==> config.mk <==
export PLATFORM = sky130hd
export DESIGN_NAME = bubble_obstacle_steering_top
export DESIGN_NICKNAME = d
export VERILOG_FILES = /design/src/sv/rbos_pkg.sv /design/src/sv/rbos_div.sv /design/src/sv/rbos_mac.sv /design/src/sv/bubble_obstacle_steering_top.sv
export SDC_FILE = /design/constraint.sdc
export NUM_CORES = 1
export LEC_CHECK = 0
export BUFFER_PORTS_ARGS = -buffer_cell sky130_fd_sc_hd__buf_2
export CAP_MARGIN = 20
export CORE_ASPECT_RATIO = 0.75
export CORE_UTILIZATION = 60
export DETAILED_ROUTE_END_ITERATION = 8
export HOLD_SLACK_MARGIN = 0.05
export PLACE_DENSITY_LB_ADDON = 0.2
export SLEW_MARGIN = 0
export SYNTH_ARGS = -nofsm -noshare
export SYNTH_HDL_FRONTEND = slang
export SYNTH_SLANG_ARGS = --single-unit
==> constraint.sdc <==
create_clock -name clk -period 13.3 [get_ports clk]
set_input_delay 2.66 -clock clk [delete_from_list [all_inputs] [get_ports clk]]
set_output_delay 2.66 -clock clk [all_outputs]
set_load 0.02 [all_outputs]
==> src/sv/rbos_pkg.sv <==
`default_nettype none

package rbos_pkg;

  localparam int SECTORS    = 18;
  localparam int MAX_POINTS = 1024;
  localparam int HALF       = SECTORS / 2;

  localparam int AZ_W  = 17;
  localparam int RNG_W = 16;
  localparam int RAD_W = 16;
  localparam int OFF_W = AZ_W + 1;
  localparam int WS_W  = 48;
  localparam int WT_W  = 27;
  localparam int CNT_W = $clog2(MAX_POINTS + 1);
  localparam int SEC_W = $clog2(SECTORS);
  localparam int TST_W = 28;

  localparam int DIV_NW = WS_W;
  localparam int DIV_DW = WT_W;
  localparam int DIV_QW = AZ_W;
  localparam int DIV_KW = $clog2(DIV_QW);

  localparam int CFG_IW = 2;
  localparam int CFG_DW = AZ_W;

  localparam logic [CFG_IW-1:0] REG_ARC_START = 2'd0;
  localparam logic [CFG_IW-1:0] REG_ARC_END   = 2'd1;
  localparam logic [CFG_IW-1:0] REG_BUB_MIN   = 2'd2;
  localparam logic [CFG_IW-1:0] REG_BUB_MAX   = 2'd3;

  localparam logic [AZ_W-1:0]  RST_ARC_START = 17'sd0;
  localparam logic [AZ_W-1:0]  RST_ARC_END   = 17'sd18000;
  localparam logic [RAD_W-1:0] RST_BUB_MIN   = 16'd400;
  localparam logic [RAD_W-1:0] RST_BUB_MAX   = 16'd800;

  typedef struct packed {
    logic              start;
    logic [DIV_NW-1:0] num;
    logic [DIV_DW-1:0] den;
    logic [DIV_KW-1:0] top_k;
  } div_req_t;

  typedef struct packed {
    logic              busy;
    logic [DIV_QW-1:0] quo;
  } div_rsp_t;

  typedef struct packed {
    logic start;
    logic clear;
  } mac_ctl_t;

  typedef enum logic [6:0] {
    S_IDLE = 7'b0000001,
    S_WORK = 7'b0000010,
    S_RAD  = 7'b0000100,
    S_CMP  = 7'b0001000,
    S_END  = 7'b0010000,
    S_FDIV = 7'b0100000,
    S_OUT  = 7'b1000000
  } state_t;

endpackage

`default_nettype wire

==> src/sv/rbos_div.sv <==
`default_nettype none

module rbos_div (
  input  wire                logic clk,
  input  wire                logic rst_n,
  input  wire rbos_pkg::div_req_t req,
  output rbos_pkg::div_rsp_t rsp
);

  logic                        busy_r, busy_nxt;
  logic [rbos_pkg::DIV_NW-1:0] rem_r, rem_nxt;
  logic [rbos_pkg::DIV_NW-1:0] dsh_r, dsh_nxt;
  logic [rbos_pkg::DIV_QW-1:0] quo_r, quo_nxt;
  logic [rbos_pkg::DIV_KW-1:0] k_r, k_nxt;
  logic                        ge;

  assign ge = (rem_r >= dsh_r);

  always_comb begin
    busy_nxt = busy_r;
    rem_nxt  = rem_r;
    dsh_nxt  = dsh_r;
    quo_nxt  = quo_r;
    k_nxt    = k_r;
    if (req.start) begin
      busy_nxt = 1'b1;
      rem_nxt  = req.num;
      dsh_nxt  = rbos_pkg::DIV_NW'(req.den) << req.top_k;
      quo_nxt  = '0;
      k_nxt    = req.top_k;
    end else if (busy_r) begin
      if (ge) begin
        rem_nxt = rem_r - dsh_r;
      end
      quo_nxt = {quo_r[rbos_pkg::DIV_QW-2:0], ge};
      dsh_nxt = dsh_r >> 1;
      if (k_r == '0) begin
        busy_nxt = 1'b0;
      end else begin
        k_nxt = k_r - 1'b1;
      end
    end
  end

  always_ff @(posedge clk) begin
    if (!rst_n) begin
      busy_r <= 1'b0;
    end else begin
      busy_r <= busy_nxt;
    end
    rem_r <= rem_nxt;
    dsh_r <= dsh_nxt;
    quo_r <= quo_nxt;
    k_r   <= k_nxt;
  end

  assign rsp.busy = busy_r;
  assign rsp.quo  = quo_r;

endmodule

`default_nettype wire

==> src/sv/rbos_mac.sv <==
`default_nettype none

module rbos_mac (
  input  wire                        logic clk,
  input  wire                        logic rst_n,
  input  wire rbos_pkg::mac_ctl_t    ctl,
  input  wire logic [rbos_pkg::AZ_W-1:0]  az,
  input  wire logic [rbos_pkg::RNG_W-1:0] rng,
  output logic                       busy,
  output logic [rbos_pkg::WS_W-1:0]  wsum,
  output logic [rbos_pkg::WT_W-1:0]  wtsum
);

  localparam int CW = $clog2(rbos_pkg::RNG_W);

  logic                         busy_r, busy_nxt;
  logic [rbos_pkg::WS_W-1:0]    wsum_r, wsum_nxt;
  logic [rbos_pkg::WT_W-1:0]    wtsum_r, wtsum_nxt;
  logic [rbos_pkg::WS_W-1:0]    mcand_r, mcand_nxt;
  logic [rbos_pkg::RNG_W-1:0]   mplier_r, mplier_nxt;
  logic [CW-1:0]                cnt_r, cnt_nxt;

  always_comb begin
    busy_nxt   = busy_r;
    wsum_nxt   = wsum_r;
    wtsum_nxt  = wtsum_r;
    mcand_nxt  = mcand_r;
    mplier_nxt = mplier_r;
    cnt_nxt    = cnt_r;
    if (ctl.clear) begin
      wsum_nxt  = '0;
      wtsum_nxt = '0;
    end else if (ctl.start) begin
      busy_nxt   = 1'b1;
      mcand_nxt  = {{(rbos_pkg::WS_W-rbos_pkg::AZ_W){az[rbos_pkg::AZ_W-1]}}, az};
      mplier_nxt = rng;
      cnt_nxt    = CW'(rbos_pkg::RNG_W - 1);
      wtsum_nxt  = wtsum_r + rbos_pkg::WT_W'(rng);
    end else if (busy_r) begin
      // one multiplier bit per cycle
      if (mplier_r[0]) begin
        wsum_nxt = wsum_r + mcand_r;
      end
      mcand_nxt  = mcand_r << 1;
      mplier_nxt = mplier_r >> 1;
      if (cnt_r == '0) begin
        busy_nxt = 1'b0;
      end else begin
        cnt_nxt = cnt_r - 1'b1;
      end
    end
  end

  always_ff @(posedge clk) begin
    if (!rst_n) begin
      busy_r  <= 1'b0;
      wsum_r  <= '0;
      wtsum_r <= '0;
    end else begin
      busy_r  <= busy_nxt;
      wsum_r  <= wsum_nxt;
      wtsum_r <= wtsum_nxt;
    end
    mcand_r  <= mcand_nxt;
    mplier_r <= mplier_nxt;
    cnt_r    <= cnt_nxt;
  end

  assign busy  = busy_r;
  assign wsum  = wsum_r;
  assign wtsum = wtsum_r;

endmodule

`default_nettype wire

==> src/sv/bubble_obstacle_steering_top.sv <==
// Bubble rebound obstacle steering.
// Input stream: one laser scan point per word. in_tdata carries azimuth and
// range, in_tlast marks the last point of a scan. Output stream: one word per
// scan, sent after the last point, carrying the steering angle in out_tdata
// and the obstacle and zero-weight flags in out_tuser.
// Configuration: cfg_valid/cfg_index/cfg_data write the arc limits and bubble
// radii; cfg_ready is always high. Write only while no scan point is in work.
// Pacing: in_tready stays low from a point's acceptance until its work is done:
// the bit-serial multiply of azimuth by range, with the sector divide beside it
// on the shared serial divider, and then the bubble test for a point in the arc.
// Scan end: when an obstacle was found and the weight is nonzero, the last point
// adds a serial divide for the weighted mean before its result is registered.
// Points beyond the per-scan limit are dropped, but a last point still ends
// the scan. Reset restores the default arc and radii and clears the scan.
// A result waits in the output register while out_tready is low; the next
// points are still accepted, and only a further scan end waits for the slot.
`default_nettype none

module bubble_obstacle_steering_top (
  input  wire  logic        clk,
  input  wire  logic        rst_n,
  input  wire  logic        in_tvalid,
  output logic              in_tready,
  input  wire  logic [39:0] in_tdata,   // azimuth[16:0], range_mm[32:17], zero pad
  input  wire  logic        in_tlast,
  output logic              out_tvalid,
  input  wire  logic        out_tready,
  output logic [23:0]       out_tdata,  // steer_angle[16:0], zero pad
  output logic [1:0]        out_tuser,  // obstacle_found[0], zero_weight[1]
  input  wire  logic        cfg_valid,
  output logic              cfg_ready,
  input  wire  logic [rbos_pkg::CFG_IW-1:0] cfg_index,
  input  wire  logic [rbos_pkg::CFG_DW-1:0] cfg_data
);

  localparam int AW  = rbos_pkg::AZ_W;
  localparam int RW  = rbos_pkg::RAD_W;
  localparam int OW  = rbos_pkg::OFF_W;
  localparam int SW  = rbos_pkg::SEC_W;
  localparam int TW  = rbos_pkg::TST_W;
  localparam int CW  = rbos_pkg::CNT_W;
  localparam int NW  = rbos_pkg::DIV_NW;
  localparam int QW  = rbos_pkg::DIV_QW;

  // configuration
  logic [AW-1:0] arc_start_r, arc_end_r;
  logic [RW-1:0] bub_min_r, bub_max_r;

  assign cfg_ready = 1'b1;

  always_ff @(posedge clk) begin
    if (!rst_n) begin
      arc_start_r <= rbos_pkg::RST_ARC_START;
      arc_end_r   <= rbos_pkg::RST_ARC_END;
      bub_min_r   <= rbos_pkg::RST_BUB_MIN;
      bub_max_r   <= rbos_pkg::RST_BUB_MAX;
    end else if (cfg_valid) begin
      case (cfg_index)
        rbos_pkg::REG_ARC_START: arc_start_r <= cfg_data;
        rbos_pkg::REG_ARC_END:   arc_end_r   <= cfg_data;
        rbos_pkg::REG_BUB_MIN:   bub_min_r   <= cfg_data[RW-1:0];
        rbos_pkg::REG_BUB_MAX:   bub_max_r   <= cfg_data[RW-1:0];
        default: ;
      endcase
    end
  end

  // input fields
  logic [AW-1:0]             in_az;
  logic [rbos_pkg::RNG_W-1:0] in_rng;
  assign in_az  = in_tdata[AW-1:0];
  assign in_rng = in_tdata[AW+rbos_pkg::RNG_W-1:AW];

  logic signed [OW-1:0] az_s, st_s, en_s;
  logic [OW-1:0]        off_w, span_w;
  logic                 in_arc;

  assign az_s   = $signed({in_az[AW-1], in_az});
  assign st_s   = $signed({arc_start_r[AW-1], arc_start_r});
  assign en_s   = $signed({arc_end_r[AW-1], arc_end_r});
  assign off_w  = OW'(az_s - st_s);
  assign span_w = OW'(en_s - st_s);
  assign in_arc = (en_s > st_s) && (az_s >= st_s) && (az_s < en_s);

  // units
  rbos_pkg::div_req_t div_req;
  rbos_pkg::div_rsp_t div_rsp;
  rbos_pkg::mac_ctl_t mac_ctl;
  logic                      mac_busy;
  logic [rbos_pkg::WS_W-1:0] wsum;
  logic [rbos_pkg::WT_W-1:0] wtsum;

  rbos_div u_div (
    .clk   (clk),
    .rst_n (rst_n),
    .req   (div_req),
    .rsp   (div_rsp)
  );

  rbos_mac u_mac (
    .clk   (clk),
    .rst_n (rst_n),
    .ctl   (mac_ctl),
    .az    (in_az),
    .rng   (in_rng),
    .busy  (mac_busy),
    .wsum  (wsum),
    .wtsum (wtsum)
  );

  // control
  rbos_pkg::state_t state_r, state_nxt;
  logic                       hit_r, hit_nxt;
  logic [CW-1:0]              cnt_r, cnt_nxt;
  logic                       last_r, last_nxt;
  logic                       tst_r, tst_nxt;
  logic [rbos_pkg::RNG_W-1:0] rng_r, rng_nxt;
  logic signed [TW-1:0]       prod_r, prod_nxt;
  logic                       neg_r, neg_nxt;
  logic                       zw_r, zw_nxt;
  logic [AW-1:0]              ang_r, ang_nxt;
  logic                       ov_r, ov_nxt;
  logic [AW-1:0]              o_ang_r, o_ang_nxt;
  logic                       o_obs_r, o_obs_nxt;
  logic                       o_zw_r, o_zw_nxt;

  logic                  accept, take;
  logic [SW-1:0]         sec_w, mir_w, d_w;
  logic signed [TW-1:0]  d_ext, diff_ext, lhs_w, rhs_w;
  logic [NW-1:0]         mag_w;
  logic [QW-1:0]         quo_w;

  assign in_tready = (state_r == rbos_pkg::S_IDLE);
  assign accept    = in_tvalid && in_tready;
  assign take      = (cnt_r < CW'(rbos_pkg::MAX_POINTS));

  // sector distance from the nearer arc edge
  always_comb begin
    sec_w = div_rsp.quo[SW-1:0];
    if (sec_w > SW'(rbos_pkg::SECTORS - 1)) begin
      sec_w = SW'(rbos_pkg::SECTORS - 1);
    end
    mir_w = SW'(rbos_pkg::SECTORS - 1) - sec_w;
    d_w   = (sec_w < mir_w) ? sec_w : mir_w;
    if (d_w > SW'(rbos_pkg::HALF - 1)) begin
      d_w = SW'(rbos_pkg::HALF - 1);
    end
  end

  assign d_ext    = $signed({{(TW-SW){1'b0}}, d_w});
  assign diff_ext = $signed(TW'({1'b0, bub_max_r}) - TW'({1'b0, bub_min_r}));
  assign lhs_w    = $signed(TW'(rng_r) * TW'(rbos_pkg::HALF - 1));
  assign rhs_w    = $signed(TW'(bub_min_r) * TW'(rbos_pkg::HALF - 1)) + prod_r;
  assign mag_w    = wsum[NW-1] ? NW'(-wsum) : wsum;
  assign quo_w    = div_rsp.quo;

  always_comb begin
    state_nxt = state_r;
    hit_nxt   = hit_r;
    cnt_nxt   = cnt_r;
    last_nxt  = last_r;
    tst_nxt   = tst_r;
    rng_nxt   = rng_r;
    prod_nxt  = prod_r;
    neg_nxt   = neg_r;
    zw_nxt    = zw_r;
    ang_nxt   = ang_r;
    ov_nxt    = ov_r;
    o_ang_nxt = o_ang_r;
    o_obs_nxt = o_obs_r;
    o_zw_nxt  = o_zw_r;
    div_req   = '0;
    mac_ctl   = '0;

    if (ov_r && out_tready) begin
      ov_nxt = 1'b0;
    end

    case (state_r)
      rbos_pkg::S_IDLE: begin
        if (accept) begin
          last_nxt = in_tlast;
          rng_nxt  = in_rng;
          tst_nxt  = 1'b0;
          if (take) begin
            cnt_nxt       = cnt_r + 1'b1;
            mac_ctl.start = 1'b1;
            tst_nxt       = in_arc;
            if (in_arc) begin
              div_req.start = 1'b1;
              div_req.num   = NW'(off_w) * NW'(rbos_pkg::SECTORS);
              div_req.den   = rbos_pkg::DIV_DW'(span_w);
              div_req.top_k = rbos_pkg::DIV_KW'(SW - 1);
            end
            state_nxt = rbos_pkg::S_WORK;
          end else begin
            state_nxt = rbos_pkg::S_END;
          end
        end
      end
      rbos_pkg::S_WORK: begin
        if (!mac_busy && !div_rsp.busy) begin
          state_nxt = tst_r ? rbos_pkg::S_RAD : rbos_pkg::S_END;
        end
      end
      rbos_pkg::S_RAD: begin
        prod_nxt  = TW'(d_ext * diff_ext);
        state_nxt = rbos_pkg::S_CMP;
      end
      rbos_pkg::S_CMP: begin
        if (lhs_w < rhs_w) begin
          hit_nxt = 1'b1;
        end
        state_nxt = rbos_pkg::S_END;
      end
      rbos_pkg::S_END: begin
        if (!last_r) begin
          state_nxt = rbos_pkg::S_IDLE;
        end else begin
          zw_nxt  = (wtsum == '0);
          neg_nxt = wsum[NW-1];
          ang_nxt = '0;
          if (hit_r && (wtsum != '0)) begin
            div_req.start = 1'b1;
            div_req.num   = mag_w;
            div_req.den   = wtsum;
            div_req.top_k = rbos_pkg::DIV_KW'(QW - 1);
            state_nxt     = rbos_pkg::S_FDIV;
          end else begin
            state_nxt = rbos_pkg::S_OUT;
          end
        end
      end
      rbos_pkg::S_FDIV: begin
        if (!div_rsp.busy) begin
          ang_nxt   = neg_r ? AW'(-quo_w) : AW'(quo_w);
          state_nxt = rbos_pkg::S_OUT;
        end
      end
      rbos_pkg::S_OUT: begin
        if (!ov_r || out_tready) begin
          ov_nxt        = 1'b1;
          o_ang_nxt     = ang_r;
          o_obs_nxt     = hit_r;
          o_zw_nxt      = zw_r;
          hit_nxt       = 1'b0;
          cnt_nxt       = '0;
          mac_ctl.clear = 1'b1;
          state_nxt     = rbos_pkg::S_IDLE;
        end
      end
      default: begin
        state_nxt = rbos_pkg::S_IDLE;
      end
    endcase
  end

  always_ff @(posedge clk) begin
    if (!rst_n) begin
      state_r <= rbos_pkg::S_IDLE;
      hit_r   <= 1'b0;
      cnt_r   <= '0;
      ov_r    <= 1'b0;
    end else begin
      state_r <= state_nxt;
      hit_r   <= hit_nxt;
      cnt_r   <= cnt_nxt;
      ov_r    <= ov_nxt;
    end
    last_r  <= last_nxt;
    tst_r   <= tst_nxt;
    rng_r   <= rng_nxt;
    prod_r  <= prod_nxt;
    neg_r   <= neg_nxt;
    zw_r    <= zw_nxt;
    ang_r   <= ang_nxt;
    o_ang_r <= o_ang_nxt;
    o_obs_r <= o_obs_nxt;
    o_zw_r  <= o_zw_nxt;
  end

  assign out_tvalid = ov_r;
  assign out_tdata  = {{(24-AW){1'b0}}, o_ang_r};
  assign out_tuser  = {o_zw_r, o_obs_r};

endmodule

`default_nettype wire

* Yosys cells after proc, flatten, opt, wreduce, memory -nomap -nowiden
Index checks and enable logic that the tools add are counted.
** Cells by class
- Order comparisons :: 9
- Divide/modulo/power cells :: 0
- Multipliers :: 2
- Mux-type cells :: 58
- Add/subtract/negate cells :: 13
- Reductions and logical operators :: 38
- Equal/unequal tests :: 19
- Bitwise logic cells :: 3
- Shift operators :: 1
** Operator list (number)
- 2-to-1 mux 81 bit :: 5
- 2-to-1 mux 48 bit :: 8
- case mux 81 bit (2 select lines) :: 1
- 2-to-1 mux 17 bit :: 3
- case mux 7 bit (7 select lines) :: 1
- adder 48 bit :: 1
- greater-or-equal comparator 48 bit :: 1
- negation 48 bit :: 1
- << shifter 27 x 5 -> 48 bit :: 1
- subtractor 48 bit :: 1
- 2-to-1 mux 7 bit :: 6
- 2-to-1 mux 5 bit :: 8
- subtractor 17 x 17 -> 18 bit :: 2
- case mux 17 bit (2 select lines) :: 1
- 2-to-1 mux 11 bit :: 3
- 2-to-1 mux 16 bit :: 2
- adder 20 x 28 -> 28 bit :: 1
- < comparator 20 x 28 -> 1 bit :: 1
- adder 27 x 16 -> 27 bit :: 1
- zero test 27 bit :: 1
- nonzero test 27 bit :: 1
- multiplier 6 x 17 -> 23 bit :: 1
- multiplier 18 x 4 -> 22 bit (second input constant) :: 1
- case mux 11 bit (2 select lines) :: 1
- 39 further kinds :: 90
** Storage, ports and cells
- Bits in latches :: 0
- ROM bits :: 0
- Bits in registers :: 433
- Logic and storage cells :: 172
- Output and inout port bits :: 29
- Memories :: 0
- Memory bits (writable) :: 0

* Logic depth before layout (Yosys ltp)
- Word-level depth :: 9
- Gate-level depth with buffers :: 34

* Hierarchy
Synthesis repeated with hierarchy kept, for this count alone.
** Unflattened totals
- Cell total of the unflattened synthesis :: 3820
- Area, all modules :: 33568.4 um^2
** By module, submodules not included
- bubble_obstacle_steering_top :: times used 1, cells each 1817, area an instance 15472.3 um^2
- rbos_div :: times used 1, cells each 1029, area an instance 9172.5 um^2
- rbos_mac :: times used 1, cells each 974, area an instance 8923.6 um^2

* Least setup slack after synthesis
Ideal clock, no wire load.
- Path type :: in2reg
- From :: input port in_tdata[0]
- To :: register u_div.rem_r[20] (netlist name) (data pin)
- Cell stages on the path :: 22
- Setup slack :: 6136 ps
- Library setup time :: 273 ps
- Buffers on the path :: 0
- Arrival time :: 6891 ps
- Cells stage by stage :: inv_1 > ha_1 > inv_1 > fa_1 > a211oi_1 > o21ai_0 > a31oi_1 > o21bai_1 > a21oi_1 > o21ai_0 > xnor2_1 > ha_1 > ha_1 > and2_1 > a31o_2 > a311oi_1 > o21ai_0 > a21oi_1 > o21bai_1 > a221oi_1 > xor2_1 > o221ai_1
** Between the ends
- Cells in the longest elaborated chain, start to end :: 8
- Elaborated cells between the ends (all ways) :: 11
- Those cells by class :: add/sub: 1; mul: 1; order compare: 2; mux: 5; reduce/logical: 2
** RTL lines
- start: declaration :: RTL line bubble_obstacle_steering_top.sv:24 : input wire logic [39:0] in_tdata,
- parallel branches: the longest is 3 deep, another holds multiplier 18 x 4 -> 22 bit
- 2-to-1 mux 81 bit * :: RTL line bubble_obstacle_steering_top.sv:189 : if (in_arc) begin
- 2-to-1 mux 81 bit * :: RTL line bubble_obstacle_steering_top.sv:185 : if (take) begin
- 2-to-1 mux 81 bit * :: RTL line bubble_obstacle_steering_top.sv:181 : if (accept) begin
- case mux 81 bit (2 select lines) * :: RTL line bubble_obstacle_steering_top.sv:179 : case (state_r)
- 2-to-1 mux 48 bit * :: RTL line rbos_div.sv:25 : if (req.start) begin
- via u_div.rem_nxt (one bit) :: RTL line rbos_div.sv:11 : logic [rbos_pkg::DIV_NW-1:0] rem_r, rem_nxt;
- end signal: assignment :: RTL line rbos_div.sv:51 : rem_r <= rem_nxt;
- end: declaration :: RTL line rbos_div.sv:11
Mark *: on every way through the listed nets, which the timed path passes.
A chain may end at the register's enable or synchronous reset.

* Worst setup path after layout
- From :: register u_div.quo_r[1] (netlist name)
- To :: register prod_r[26] (data pin)
** Between the ends
- Cells in the longest elaborated chain, start to end :: 8
** RTL lines
- start: declaration :: RTL line rbos_div.sv:13 : logic [rbos_pkg::DIV_QW-1:0] quo_r, quo_nxt;
- start signal: assignment :: RTL line rbos_div.sv:53 : quo_r <= quo_nxt;
- greater-than comparator 5 bit :: RTL line bubble_obstacle_steering_top.sv:140 : if (sec_w > SW'(rbos_pkg::SECTORS - 1)) begin
- 2-to-1 mux 5 bit * :: RTL line bubble_obstacle_steering_top.sv:140
- subtractor 5 bit :: RTL line bubble_obstacle_steering_top.sv:143 : mir_w = SW'(rbos_pkg::SECTORS - 1) - sec_w;
- < comparator 5 bit :: RTL line bubble_obstacle_steering_top.sv:144 : d_w = (sec_w < mir_w) ? sec_w : mir_w;
- 2-to-1 mux 5 bit * :: RTL line bubble_obstacle_steering_top.sv:144
- greater-than comparator 5 x 4 -> 1 bit :: RTL line bubble_obstacle_steering_top.sv:145 : if (d_w > SW'(rbos_pkg::HALF - 1)) begin
- 2-to-1 mux 5 bit * :: RTL line bubble_obstacle_steering_top.sv:145
- multiplier 6 x 17 -> 23 bit * :: RTL line bubble_obstacle_steering_top.sv:207 : prod_nxt = TW'(d_ext * diff_ext);
- end signal: assignment :: RTL line bubble_obstacle_steering_top.sv:273 : prod_r <= prod_nxt;
- end: declaration :: RTL line bubble_obstacle_steering_top.sv:118 : logic signed [TW-1:0] prod_r, prod_nxt;
Mark *: on every way between the ends. The rest lies on a longest branch, timed or not.

==> results.json <==
{
  "overflow_left_after_global_routing": 0,
  "static-leakage-power_nw": 14.5,
  "area_growth_pct": 7.89,
  "post_cts_resize_count": 0,
  "asyncSetResetFlopFracSynth": 0,
  "timing.critical_path.from_type": "flip-flop",
  "synthDistinctLibCells": 82,
  "setup_tns_ns": 0,
  "yosysTopAreaCellShare": 0.233,
  "global_route_usage_sum": 0.330,
  "report.final.hold_viol_count": 0,
  "max-vdd-ir-drop_mv": 0.196,
  "critPathKind": "flip-flop to flip-flop",
  "floorplan.io_pins": 94,
  "vias": 27598,
  "clk-insertion-delay-late_ns": 0.60,
  "tritoncts.num_buffers": 45,
  "synth-seq-area-share": 0.347,
  "synth-warning-count": 0,
  "floorplan.rows": 72,
  "timing.critical_path.slowest_cell_delay_ns": 0.66,
  "tritoncts": "done",
  "number_of_search_and_repair_iterations_in_the_first_detailed_routing_pass": 5,
  "cts_num_sinks": 427,
  "initial_utilization": 0.612,
  "synth.most_common_cell": "sky130_fd_sc_hd__nand2_1",
  "top_cells_by_area_in_the_synthesized_netlist": "sky130_fd_sc_hd__edfxtp_1 (23%), sky130_fd_sc_hd__ha_1 (11%), sky130_fd_sc_hd__dfxtp_1 (11%)",
  "slew_headroom": 0.247,
  "yosys_most_used_dff": "sky130_fd_sc_hd__edfxtp_1",
  "worst_setup_hold_path_clk_slew_ns": 0.06,
  "drt-wirelength-per-cell_um": 20.3,
  "hold_path.class": "flip-flop to flip-flop",
  "max-cap-violations": 0,
  "required_ns": 13.64,
  "crit_path_top_delay_cell": "sky130_fd_sc_hd__and2_0",
  "floorplan.die.width_um": 268,
  "syn-cell-area_um2": 31800,
  "detail_route.iter0.violations": 2882,
  "io_buffers": 78,
  "hpwlAfterDp_mm": 68.1,
  "largest_net_degree_at_the_start_of_global_routing": 81,
  "grt_pass1_vias": 25813,
  "endpoint_kind": "flip-flop",
  "layout_cell_share_with_drive_strength_beyond_1": 0.0617,
  "route.final.wire_length_mm": 89.8,
  "grt_pass1_wl_mm": 141,
  "tightestPinTransition_ns": 1.13,
  "synth_common_cells": "sky130_fd_sc_hd__nand2_1 (508), sky130_fd_sc_hd__ha_1 (290), sky130_fd_sc_hd__inv_1 (274)",
  "nFillCells": 4264,
  "slew_violations": 0,
  "path_common_cell": "sky130_fd_sc_hd__inv_1",
  "synth_enable_flop_cells": 247,
  "outcome": "complete, no violations",
  "die_h_um": 201,
  "cts-hold-fix-buffers": 0,
  "fmax_mhz": 117,
  "ys_ff_latch": 427,
  "report.final.setup_viol": 0,
  "cts.path.max_buffers": 3,
  "cp_data_arrival_time_ns": 8.89,
  "drt_drc_violations_left": 0,
  "clock_tree.root_cell": "sky130_fd_sc_hd__clkbuf_16",
  "critPathMaxFanout": 22,
  "top_cell_type_by_total_area_after_synthesis": "sky130_fd_sc_hd__edfxtp_1",
  "drt.antenna.violating_nets": 0,
  "unrepaired_setup_endpoints_after_global_routing": "false",
  "synthesis.instances": 3649,
  "p_per_area_nw_per_um2": 226,
  "design.die.area_um2": 53900,
  "via_per_inst": 6.25,
  "finClkSkew_ns": 0.0235,
  "final_min_period_over_clock_period": 0.643,
  "ctsHtreeMaxLevel": 2,
  "synthesis.area_per_instance_um2": 8.71,
  "period_needed_ns": 8.55,
  "post-cts-setup-buffers": 0,
  "final_nets": 4088,
  "final_core_utilization": 0.661,
  "core_region_area_um2": 51900,
  "gp_routability_congestion": 1.02,
  "antenna_violations_before_repair": 3
}
[layer usage]
layer / up-vias / GRT usage / routed length [um]
li1: 13025 / - / -
met1: 13137 / 0.502 / 40300
met2: 1293 / 0.471 / 37000
met3: 141 / 0.0755 / 10800
met4: 2 / 0.0757 / 1780
met5: - / 0 / 12
[cell families after synthesis]
kind of cell	Yosys count	share of synthesized area
XOR/XNOR	244	0.0673
multiplexers	25	0.00788
AO/OA/AOI/OAI	968	0.199
buffers and inverters	427	0.0518
adder cells (fa/ha/maj)	350	0.152
AND/OR/NAND/NOR	1206	0.175
flip-flops	427	0.347
other	2	0.000236
[placed cells by master, fill, tap and decap left out, types with 65 or more instances in the layout]
master                     Yosys  final
sky130_fd_sc_hd__nand3_1      86     85
sky130_fd_sc_hd__a21o_1      114    114
sky130_fd_sc_hd__dfxtp_1     180    180
sky130_fd_sc_hd__a21oi_1     247    247
sky130_fd_sc_hd__o21ai_0     177    176
sky130_fd_sc_hd__a21boi_0     68     68
sky130_fd_sc_hd__xor2_1      119    119
sky130_fd_sc_hd__nor3_1       65     65
sky130_fd_sc_hd__nor2_1      261    259
sky130_fd_sc_hd__xnor2_1     125    125
sky130_fd_sc_hd__nand2_1     508    505
sky130_fd_sc_hd__ha_1        290    290
sky130_fd_sc_hd__buf_2         5     78
sky130_fd_sc_hd__edfxtp_1    247    247
sky130_fd_sc_hd__inv_1       274    274
[per-stage QoR]
| step | cells | area, um2 | power, W | hold slack (ns) | setup WS (ns) |
|---|---|---|---|---|---|
| floorplan | 3674 | 31900 | 0.00531 | 0.400 | 6.14 |
| global placement | 4327 | 32700 | 0.00619 | 0.402 | 5.16 |
| detailed placement | 4328 | 32800 | 0.00637 | 0.405 | 4.94 |
| CTS | 4412 | 34300 | 0.00769 | 0.420 | 4.91 |
| global route | 4414 | 34300 | 0.00833 | 0.428 | 4.13 |
| finish | 4415 | 34300 | 0.00776 | 0.418 | 4.75 |
[worst max-delay path, delay by kind of cell, from the launching register on]
family                   cells  cell delay, ns
adder cells (fa/ha/maj)      7            2.58
XOR/XNOR                     1            0.13
AND/OR/NAND/NOR              7            1.78
buffers and inverters        7            0.84
flip-flops                   1            0.41
AO/OA/AOI/OAI               11            2.51
[power by group]
group / total, W / switching, W / internal (W)
clock: 0.00130 / 0.000558 / 0.000738
sequential: 0.00208 / 0.000213 / 0.00187
combinational: 0.00438 / 0.00267 / 0.00171
total: 0.00776 / 0.00344 / 0.00431
[area by class of cell]
| type | instances | area (um2) | share of cell area |
|---|---|---|---|
| inverters | 274 | 1030 | 0.0300 |
| well taps | 703 | 880 | 0.0257 |
| multi-input cells | 2820 | 19200 | 0.561 |
| flip-flops and latches | 427 | 11000 | 0.322 |
| clock buffers | 65 | 1330 | 0.0389 |
| clock inverters | 19 | 176 | 0.00515 |
| diodes | 2 | 5.00 | 0.000146 |
| repair buffers | 105 | 601 | 0.0175 |
[sequential cells by signal, indices dropped and copies added (netlist names), 11 cells and up]
register / count
cnt_r: 11
u_div.rem_r: 48
arc_start_r: 17
arc_end_r: 17
ang_r: 17
u_mac.wtsum: 27
u_div.dsh_r: 47
bub_min_r: 16
u_mac.wsum: 48
bub_max_r: 16
rng_r: 16
u_div.quo_r: 17
u_mac.mcand_r: 48
prod_r: 23
o_ang_r: 17
u_mac.mplier_r: 16
[worst paths after layout]
path,from,to,slack (ns),cells after the start
worst max-delay path,u_div.quo_r[1],prod_r[26],4.75,33
worst min-delay path,ang_r[8],o_ang_r[8],0.42,0
worst max register to register,u_div.quo_r[1],prod_r[26],4.75,33
worst min register to register,ang_r[8],o_ang_r[8],0.42,0
Power figures use the tool's default switching activity.
